<file path="config.mk">
export PLATFORM = sky130hd
export DESIGN_NAME = saturation_greedy_graph_coloring
export DESIGN_NICKNAME = d
export VERILOG_FILES = /design/src/sv/sggc_pkg.sv /design/src/sv/sggc_dp.sv /design/src/sv/sggc_ctrl.sv /design/src/sv/saturation_greedy_graph_coloring.sv
export VERILOG_INCLUDE_DIRS = /design/src /design/src/sv
export SDC_FILE = /design/constraint.sdc
export NUM_CORES = 1
export LEC_CHECK = 0
export BUFFER_PORTS_ARGS = -buffer_cell sky130_fd_sc_hd__buf_2
export CAP_MARGIN = 10
export CORE_ASPECT_RATIO = 1.5
export CORE_UTILIZATION = 40
export CTS_BUF_LIST = sky130_fd_sc_hd__clkbuf_8
export DETAILED_ROUTE_END_ITERATION = 10
export GPL_TIMING_DRIVEN = 0
export PLACE_DENSITY = 0.58
export SLEW_MARGIN = 20
export SYNTH_ARGS = -nofsm -noshare
export SYNTH_HDL_FRONTEND = slang
export SYNTH_SLANG_ARGS = --single-unit
</file>
<file path="constraint.sdc">
create_clock -name clk -period 6.7 [get_ports clk]
set_clock_uncertainty 0.1 [all_clocks]
set_input_delay 0.67 -clock clk [delete_from_list [all_inputs] [get_ports clk]]
set_output_delay 0.67 -clock clk [all_outputs]
set_load 0.02 [all_outputs]
</file>
<file path="src/sv/assert_macros.svh">
// Assertion helpers for the design file that checks its own logic.
// Each macro expects signals named clk and rst_n in the scope where it is used.
`ifndef ASSERT_MACROS_SVH
`define ASSERT_MACROS_SVH

// A condition that must hold at every clock edge out of reset.
`define ASSERT_ALWAYS(lbl, cond, msg) \
    lbl: assert property (@(posedge clk) disable iff (!rst_n) (cond)) else $error(msg);

// A consequence that must hold in the same cycle as its trigger.
`define ASSERT_IMPLIES(lbl, ante, cons, msg) \
    lbl: assert property (@(posedge clk) disable iff (!rst_n) (ante) |-> (cons)) \
        else $error(msg);

`endif

</file>
<file path="src/sv/sggc_pkg.sv">
package sggc_pkg;

    // The matrix is square, one row per vertex; the field widths fix it at eight.
    localparam int VERTICES = 8;
    localparam int IDX_W    = $clog2(VERTICES);
    localparam int DEG_W    = 3;
    localparam int MARK_W   = 3;
    localparam int COLOR_W  = 3;
    localparam int COUNT_W  = 4;
    localparam int POP_W    = $clog2(VERTICES + 1);

    localparam logic [MARK_W-1:0] MARK_MAX = MARK_W'(7);
    localparam logic [IDX_W-1:0]  LAST_IDX = IDX_W'(VERTICES - 1);

    typedef struct packed {
        logic [VERTICES-1:0] adjacency_row;
        logic                last_row;
    } row_item_t;

    typedef struct packed {
        logic [IDX_W-1:0]   vertex;
        logic [COLOR_W-1:0] color;
        logic [COUNT_W-1:0] colors_used;
        logic               last;
    } result_item_t;

    // Commands from the controller to the datapath.
    typedef struct packed {
        logic             load_row;
        logic             clear;
        logic             deg_step;
        logic             scan_step;
        logic             assign_color;
        logic             emit_load;
        logic [IDX_W-1:0] idx;
    } dp_cmd_t;

    // Status from the datapath back to the controller.
    typedef struct packed {
        logic out_free;
        logic pick_found;
    } dp_status_t;

endpackage

</file>
<file path="src/sv/sggc_dp.sv">
module sggc_dp (
    input  logic                  clk,
    input  logic                  rst_n,
    input  sggc_pkg::dp_cmd_t     cmd,
    input  sggc_pkg::row_item_t   row_item,
    input  logic                  result_stall,
    output logic                  result_valid,
    output sggc_pkg::result_item_t result_item,
    output sggc_pkg::dp_status_t  status
);
    import sggc_pkg::*;

    logic [VERTICES-1:0] adj_reg [VERTICES];
    logic [IDX_W-1:0]    row_cnt_reg;
    logic [DEG_W-1:0]    deg_reg  [VERTICES];
    logic [DEG_W-1:0]    deg_next [VERTICES];
    logic [MARK_W-1:0]   mark_reg  [VERTICES];
    logic [MARK_W-1:0]   mark_next [VERTICES];
    logic [COLOR_W-1:0]  color_reg [VERTICES];
    logic [VERTICES-1:0] done_reg;
    logic [COLOR_W-1:0]  top_reg;
    logic [IDX_W-1:0]    pick_reg;
    logic                have_reg;
    logic                out_valid_reg;
    result_item_t        out_item_reg;

    logic [IDX_W-1:0]    rd_addr;
    logic [VERTICES-1:0] rd_row;
    logic [VERTICES-1:0] upper;
    logic [POP_W-1:0]    pop;
    logic                cur_have;
    logic                better;
    logic [VERTICES-1:0] used;
    logic [COLOR_W-1:0]  new_color;
    logic                out_free;

    assign rd_addr = cmd.assign_color ? pick_reg : cmd.idx;
    assign rd_row  = adj_reg[rd_addr];

    // Degree pass: row idx contributes its upper-triangle bits to itself and the far ends.
    always_comb
    begin
        pop = '0;
        for (int k = 0; k < VERTICES; k++)
        begin
            upper[k] = rd_row[k] && (IDX_W'(k) > cmd.idx);
            pop      = pop + POP_W'(upper[k]);
        end
        for (int k = 0; k < VERTICES; k++)
        begin
            if (IDX_W'(k) == cmd.idx)
            begin
                deg_next[k] = deg_reg[k] + DEG_W'(pop);
            end
            else
            begin
                deg_next[k] = deg_reg[k] + DEG_W'(upper[k]);
            end
        end
    end

    // Selection walks one candidate per cycle; strict compares keep the lowest index on ties.
    always_comb
    begin
        cur_have = (cmd.idx == '0) ? 1'b0 : have_reg;
        better   = !done_reg[cmd.idx] &&
                   (!cur_have ||
                    mark_reg[cmd.idx] > mark_reg[pick_reg] ||
                    (mark_reg[cmd.idx] == mark_reg[pick_reg] &&
                     deg_reg[cmd.idx] > deg_reg[pick_reg]));
    end

    // Smallest colour not held by an already coloured neighbor.
    always_comb
    begin
        used = '0;
        for (int j = 0; j < VERTICES; j++)
        begin
            if (rd_row[j] && done_reg[j])
            begin
                used[color_reg[j]] = 1'b1;
            end
        end
        new_color = COLOR_W'(VERTICES - 1);
        for (int c = VERTICES - 1; c >= 0; c--)
        begin
            if (!used[c])
            begin
                new_color = COLOR_W'(c);
            end
        end
        for (int j = 0; j < VERTICES; j++)
        begin
            if (rd_row[j] && mark_reg[j] != MARK_MAX)
            begin
                mark_next[j] = mark_reg[j] + MARK_W'(1);
            end
            else
            begin
                mark_next[j] = mark_reg[j];
            end
        end
    end

    always_ff @(posedge clk)
    begin
        if (cmd.load_row)
        begin
            adj_reg[row_cnt_reg] <= row_item.adjacency_row;
        end
        if (cmd.assign_color)
        begin
            color_reg[pick_reg] <= new_color;
        end
        if (cmd.emit_load)
        begin
            out_item_reg.vertex      <= cmd.idx;
            out_item_reg.color       <= color_reg[cmd.idx];
            out_item_reg.colors_used <= COUNT_W'(top_reg) + COUNT_W'(1);
            out_item_reg.last        <= (cmd.idx == LAST_IDX);
        end
        if (cmd.scan_step && better)
        begin
            pick_reg <= cmd.idx;
        end
    end

    always_ff @(posedge clk or negedge rst_n)
    begin
        if (!rst_n)
        begin
            row_cnt_reg   <= '0;
            done_reg      <= '0;
            top_reg       <= '0;
            have_reg      <= 1'b0;
            out_valid_reg <= 1'b0;
            for (int k = 0; k < VERTICES; k++)
            begin
                deg_reg[k]  <= '0;
                mark_reg[k] <= '0;
            end
        end
        else
        begin
            if (cmd.load_row)
            begin
                if (row_item.last_row || row_cnt_reg == LAST_IDX)
                begin
                    row_cnt_reg <= '0;
                end
                else
                begin
                    row_cnt_reg <= row_cnt_reg + IDX_W'(1);
                end
            end
            if (cmd.clear)
            begin
                done_reg <= '0;
                top_reg  <= '0;
                for (int k = 0; k < VERTICES; k++)
                begin
                    deg_reg[k]  <= '0;
                    mark_reg[k] <= '0;
                end
            end
            else if (cmd.deg_step)
            begin
                deg_reg <= deg_next;
            end
            else if (cmd.assign_color)
            begin
                mark_reg           <= mark_next;
                done_reg[pick_reg] <= 1'b1;
                if (new_color > top_reg)
                begin
                    top_reg <= new_color;
                end
            end
            if (cmd.scan_step)
            begin
                have_reg <= cur_have || better;
            end
            if (cmd.emit_load)
            begin
                out_valid_reg <= 1'b1;
            end
            else if (!result_stall)
            begin
                out_valid_reg <= 1'b0;
            end
        end
    end

    assign out_free          = !out_valid_reg || !result_stall;
    assign status.out_free   = out_free;
    assign status.pick_found = have_reg;
    assign result_valid      = out_valid_reg;
    assign result_item       = out_item_reg;

endmodule

</file>
<file path="src/sv/sggc_ctrl.sv">
module sggc_ctrl (
    input  logic                 clk,
    input  logic                 rst_n,
    input  logic                 row_valid,
    input  logic                 row_last,
    input  sggc_pkg::dp_status_t status,
    output logic                 row_stall,
    output sggc_pkg::dp_cmd_t    cmd
);
    import sggc_pkg::*;

    typedef enum logic [2:0] {
        LOAD,
        DEGREE,
        SCAN,
        ASSIGN,
        EMIT
    } state_t;

    state_t           state_reg;
    logic [IDX_W-1:0] idx_reg;
    logic [IDX_W-1:0] pass_reg;
    logic             accept;

    assign accept    = row_valid && (state_reg == LOAD);
    assign row_stall = (state_reg != LOAD);

    assign cmd.load_row     = accept;
    assign cmd.clear        = accept && row_last;
    assign cmd.deg_step     = (state_reg == DEGREE);
    assign cmd.scan_step    = (state_reg == SCAN);
    assign cmd.assign_color = (state_reg == ASSIGN);
    assign cmd.emit_load    = (state_reg == EMIT) && status.out_free;
    assign cmd.idx          = idx_reg;

    always_ff @(posedge clk or negedge rst_n)
    begin
        if (!rst_n)
        begin
            state_reg <= LOAD;
            idx_reg   <= '0;
            pass_reg  <= '0;
        end
        else
        begin
            unique case (state_reg)
                LOAD:
                begin
                    if (accept && row_last)
                    begin
                        state_reg <= DEGREE;
                        idx_reg   <= '0;
                    end
                end
                DEGREE:
                begin
                    idx_reg <= idx_reg + IDX_W'(1);
                    if (idx_reg == LAST_IDX)
                    begin
                        state_reg <= SCAN;
                        pass_reg  <= '0;
                    end
                end
                SCAN:
                begin
                    idx_reg <= idx_reg + IDX_W'(1);
                    if (idx_reg == LAST_IDX)
                    begin
                        state_reg <= ASSIGN;
                    end
                end
                ASSIGN:
                begin
                    idx_reg  <= '0;
                    pass_reg <= pass_reg + IDX_W'(1);
                    if (pass_reg == LAST_IDX)
                    begin
                        state_reg <= EMIT;
                    end
                    else
                    begin
                        state_reg <= SCAN;
                    end
                end
                EMIT:
                begin
                    if (status.out_free)
                    begin
                        idx_reg <= idx_reg + IDX_W'(1);
                        if (idx_reg == LAST_IDX)
                        begin
                            state_reg <= LOAD;
                        end
                    end
                end
                default:
                begin
                    state_reg <= LOAD;
                end
            endcase
        end
    end

endmodule

</file>
<file path="src/sv/saturation_greedy_graph_coloring.sv">
// Saturation-greedy graph colorer for an eight-vertex graph. Rows of the adjacency matrix
// arrive one per transfer and are taken at one per cycle. The transfer that carries
// last_row starts coloring, and eight results follow. The results come out in vertex
// order, and the last one is flagged. The sequencer first counts degrees, one stored row
// per cycle. It then runs eight passes. Each pass walks over the vertices to select the
// next one and then gives that vertex a color. Finally it loads the output register
// with each result in turn, holding while the output is stalled.
// While coloring and emitting, row_stall is high. Once the final result sits in the
// output register, new rows are taken again.
module saturation_greedy_graph_coloring (
    input  logic                   clk,
    input  logic                   rst_n,
    input  logic                   row_valid,
    output logic                   row_stall,
    input  sggc_pkg::row_item_t    row_item,
    output logic                   result_valid,
    input  logic                   result_stall,
    output sggc_pkg::result_item_t result_item
);
    import sggc_pkg::*;

    // Commands and status are the only link between sequencer and datapath.
    dp_cmd_t    cmd;
    dp_status_t status;

    sggc_ctrl u_ctrl (
        .clk       (clk),
        .rst_n     (rst_n),
        .row_valid (row_valid),
        .row_last  (row_item.last_row),
        .status    (status),
        .row_stall (row_stall),
        .cmd       (cmd)
    );

    // The datapath holds the stored rows, degrees, marks, colors and the output register.
    sggc_dp u_dp (
        .clk          (clk),
        .rst_n        (rst_n),
        .cmd          (cmd),
        .row_item     (row_item),
        .result_stall (result_stall),
        .result_valid (result_valid),
        .result_item  (result_item),
        .status       (status)
    );

`include "assert_macros.svh"

    // A color is only ever given after a selection walk found an uncolored vertex.
    `ASSERT_IMPLIES(a_pick_before_assign, cmd.assign_color, status.pick_found, "no pick")
    // Results are only loaded when the output register can take them.
    `ASSERT_IMPLIES(a_emit_has_room, cmd.emit_load, status.out_free, "emit overwrote a result")
    // Rows are never written while coloring is under way.
    `ASSERT_IMPLIES(a_no_row_while_busy, cmd.load_row, !(cmd.scan_step || cmd.assign_color), "busy")
    // At least one color is always in use.
    `ASSERT_IMPLIES(a_colors_nonzero, result_valid, result_item.colors_used != '0, "no colors")

endmodule

</file>
==> summary.md <==
| Metric | Value |
|---|---|
| Comb power frac | `0.604` |
| Mapped Area | `10900 um2` |
| Worst Path Arrival | `6.62 ns` |
| Multi-input logic area | `5720 um2` |
| Post-CTS Hold Fix Bufs | `0` |
| Ys Warns | `0` |
| H-tree levels | `4` |
| CTS max path bufs | `2` |
| Most frequent cells in the layout | `mux2i_1 (110), edfxtp_1 (102), nand2_1 (100), nor2_1 (91), dfrtp_1 (73)` |
| Number of synthesized register bits | `175` |
| Worst Path Max Fanout | `10` |
| DR pass1 iterations | `8` |
| Die X | `137 um` |
| Critical Path Start Type | `register` |
| Clock Pin Slew Worst Setup and Hold Paths | `0.10 ns` |
| Register area | `4890 um2` |
| Dominant synthesized flop cell | `edfxtp_1` |
| Mapped Cells | `954` |
| Synth Area in Simple Gates | `0.144` |
| Crit end category | `register` |
| Worst skew pair latency | `0.50 ns` |
| HP Class | `input pin to asynchronous set/reset pin` |
| Via count of the first global-routing pass | `8222` |
| Status | `complete, no violations` |
| Clk pwr share | `0.126` |
| Starting DRT DRC Count | `591` |
| Avg Cell Area, Syn | `11.4 um2` |
| Final hold vios | `0` |
| Compound-gate portion of the synthesized area | `0.0887` |
| Final max-slew violation count | `0` |
| Ant diodes | `0` |
| Commonest non-fill, non-tap cell in the layout | `mux2i_1` |
| Root buffer cell | `clkbuf_8` |
| First-pass GRT wire length | `48200 um` |
| Share of cells above drive strength 1 | `0.160` |
| Number of synthesized flops with an enable pin | `102` |
| Fmax | `157 MHz` |
| Pwr dens | `509 nW/um2` |
| GRT Overall Usage | `0.241` |
| Via density | `5.87` |
| Critical Path RT | `6.96 ns` |
| Initial antenna violation count | `0` |
| RR Startpoint | `u_ctrl.idx_reg[0]` |
| CP Class | `register to register` |
| GRT overflow | `0` |
| RSZ-0062 raised after global routing | `no` |
| Seq/Total Area, Yosys | `0.448` |
| Post-synth ARST share | `0.417` |
| Final wirelength | `31300 um` |
| Period utilization | `0.948` |
| Switching power | `2890 uW` |
| VDD IR max | `311 uV` |
| Rel. slew slack | `0.290` |
| TritonCTS Buffers | `17` |
| Rows | `73` |
| Synth Area in XOR/XNOR | `0.0144` |
| GP Congestion | `0.940` |
| Initial core utilization | `0.410` |
| Die Ht | `204 um` |
| P_int | `3200 uW` |
| TNS Setup | `0 ns` |
| Number of flip-flops under the largest register name | `64` |
| Post-synthesis mux area share | `0.202` |
| Mapped Nets | `1022` |
| Post-synthesis adder-cell area fraction | `0.0713` |
| Fillcell total | `2521` |
| Final hold slack | `0.0533 ns` |
| I/O Pins | `26` |
| P&R area growth vs syn | `9.45%` |
| Clock sink total | `175` |
| Final setup violation count | `0` |
| Final min period | `6.35 ns` |
| Setup crit start | `u_ctrl.idx_reg[0]` |
| Switch share | `0.475` |
| Top cells by area, synth | `edfxtp_1 (28%), dfrtp_1 (17%), mux2i_1 (10%)` |
| Slew of the pin with the lowest slew margin | `1.06 ns` |
| Post-DP HPWL | `24000 um` |
| WL/cell | `23.2 um` |
| Static leakage | `0.00497 uW` |
| Yosys top cell area share | `0.280` |
| Post-route ant nets | `0` |
| Total Nets Final | `1069` |
| Buffers on Ports | `25` |
| Unique cell type count in the Yosys netlist | `82` |
| Die area | `28000 um2` |
| Largest net degree at the start of global routing | `43` |
| Synth area leader | `edfxtp_1` |
| CTS tree | `built` |
| Residual DRC | `0` |
| Routed vias | `7934` |
| Sequential Power Share | `0.270` |
| Core Area | `26700 um2` |
| Largest family of logic cells by synthesized area | `multiplexers` |
| Max-cap violation count | `0` |
-- path summary, 6_finish.rpt --
check / to / slack [ns] / cells past startpoint
setup reg to reg: u_dp.deg_reg[23] / 0.35 / 20
max in group asynchronous: u_dp.done_reg[3] / 5.80 / 2
min in group clk: u_dp.row_cnt_reg[0] / 0.32 / 2
hold reg to reg: u_ctrl.pass_reg[1] / 0.42 / 1
hold / removal: u_dp.result_valid / 0.05 / 1
setup / recovery: u_dp.deg_reg[23] / 0.35 / 20
-- power groups by stage --
stage | combinational [uW] | clock [uW] | sequential [uW]
6_report | 3680 | 767 | 1650
5_1_grt | 4010 | 820 | 1680
3_5_place_dp | 3660 | 0 | 1670
3_3_place_gp | 3610 | 0 | 1660
2_1_floorplan | 2640 | 0 | 1570
4_1_cts | 3690 | 786 | 1640
-- synthesized netlist by cell type (5+ instances only) --
cell	count
a21o_1	11
xor2_1	13
edfxtp_1	102
or2_2	5
or3_1	11
o31ai_1	8
xnor2_1	5
nor3_1	27
a21oi_1	13
buf_2	11
nor2b_1	16
dfrtp_1	73
o21ai_0	45
ha_1	43
nand4b_1	7
inv_1	20
and2_1	5
mux2_2	15
nand3_1	18
buf_6	6
nand2b_1	8
and3_1	7
nor4_1	6
mux4_2	34
mux2i_1	111
buf_1	7
fa_1	12
nor2_1	92
nand2_1	100
clkbuf_1	29
-- kinds of logic (layout without fill, tap and decap cells) --
family | count (synthesis) | in the layout
AO/OA/AOI/OAI | 136 | 136
XOR/XNOR | 18 | 18
adder cells (fa/ha/maj) | 55 | 55
buffers and inverters | 75 | 135
flip-flops | 175 | 175
multiplexers | 169 | 169
AND/OR/NAND/NOR | 326 | 326
-- metrics by stage --
step | total power [uW] | instances | util | setup slack, ns | cell area, um2
after floorplan | 4200 | 954 | - | 1.00 | 10900
after global placement | 5270 | 1316 | 0.430 | -0.278 | 11500
after detailed placement | 5330 | 1320 | 0.432 | -0.326 | 11500
after CTS | 6120 | 1352 | 0.448 | 0.0139 | 12000
after global routing | 6510 | 1351 | 0.448 | 0.0599 | 12000
final | 6090 | 1351 | 0.448 | 0.348 | 12000
-- timing repair --
action / CTS / global route
pin swaps: 0 / 0
buffers inserted: 0 / 0
gates resized for setup: 5 / 2
cloned: 0 / 0
endpoints found under the setup margin: 8 / 8
-- layer usage --
| metal | vias up | wire [um] | GRT usage | share of wire |
|---|---|---|---|---|
| met1 | 3927 | 11600 | 0.267 | 0.37 |
| met5 | - | 0 | 0 | 0 |
| li1 | 3652 | - | - | - |
| met2 | 257 | 16400 | 0.420 | 0.52 |
| met4 | 0 | 2040 | 0.172 | 0.065 |
| met3 | 98 | 1230 | 0.0303 | 0.039 |
-- critical path, cell delays in order, from the launching register on --
cell and delay, ns:
dfrtp_1 0.47, buf_2 0.23, inv_1 0.17, o22ai_4 0.36, buf_6 0.25, mux2i_2 0.38, nor2_2 0.13, nor2_4 0.28
nor2_1 0.08, ha_1 0.28, inv_1 0.05, fa_1 0.51, fa_1 0.52, fa_1 0.45, fa_1 0.61, or2_2 0.37
fa_1 0.45, xor2_1 0.21, a21o_1 0.19, nand2_1 0.06, o31ai_1 0.06
-- layout make-up --
type / count / area share
Clock inverter: 13 / 0.0113
Multi-Input combinational cell: 704 / 0.478
Tap cell: 337 / 0.0353
Buffer: 54 / 0.0231
Inverter: 20 / 0.00628
Clock buffer: 19 / 0.0219
Sequential cell: 175 / 0.409
Timing Repair Buffer: 29 / 0.0149
Power figures use the tool's default switching activity.
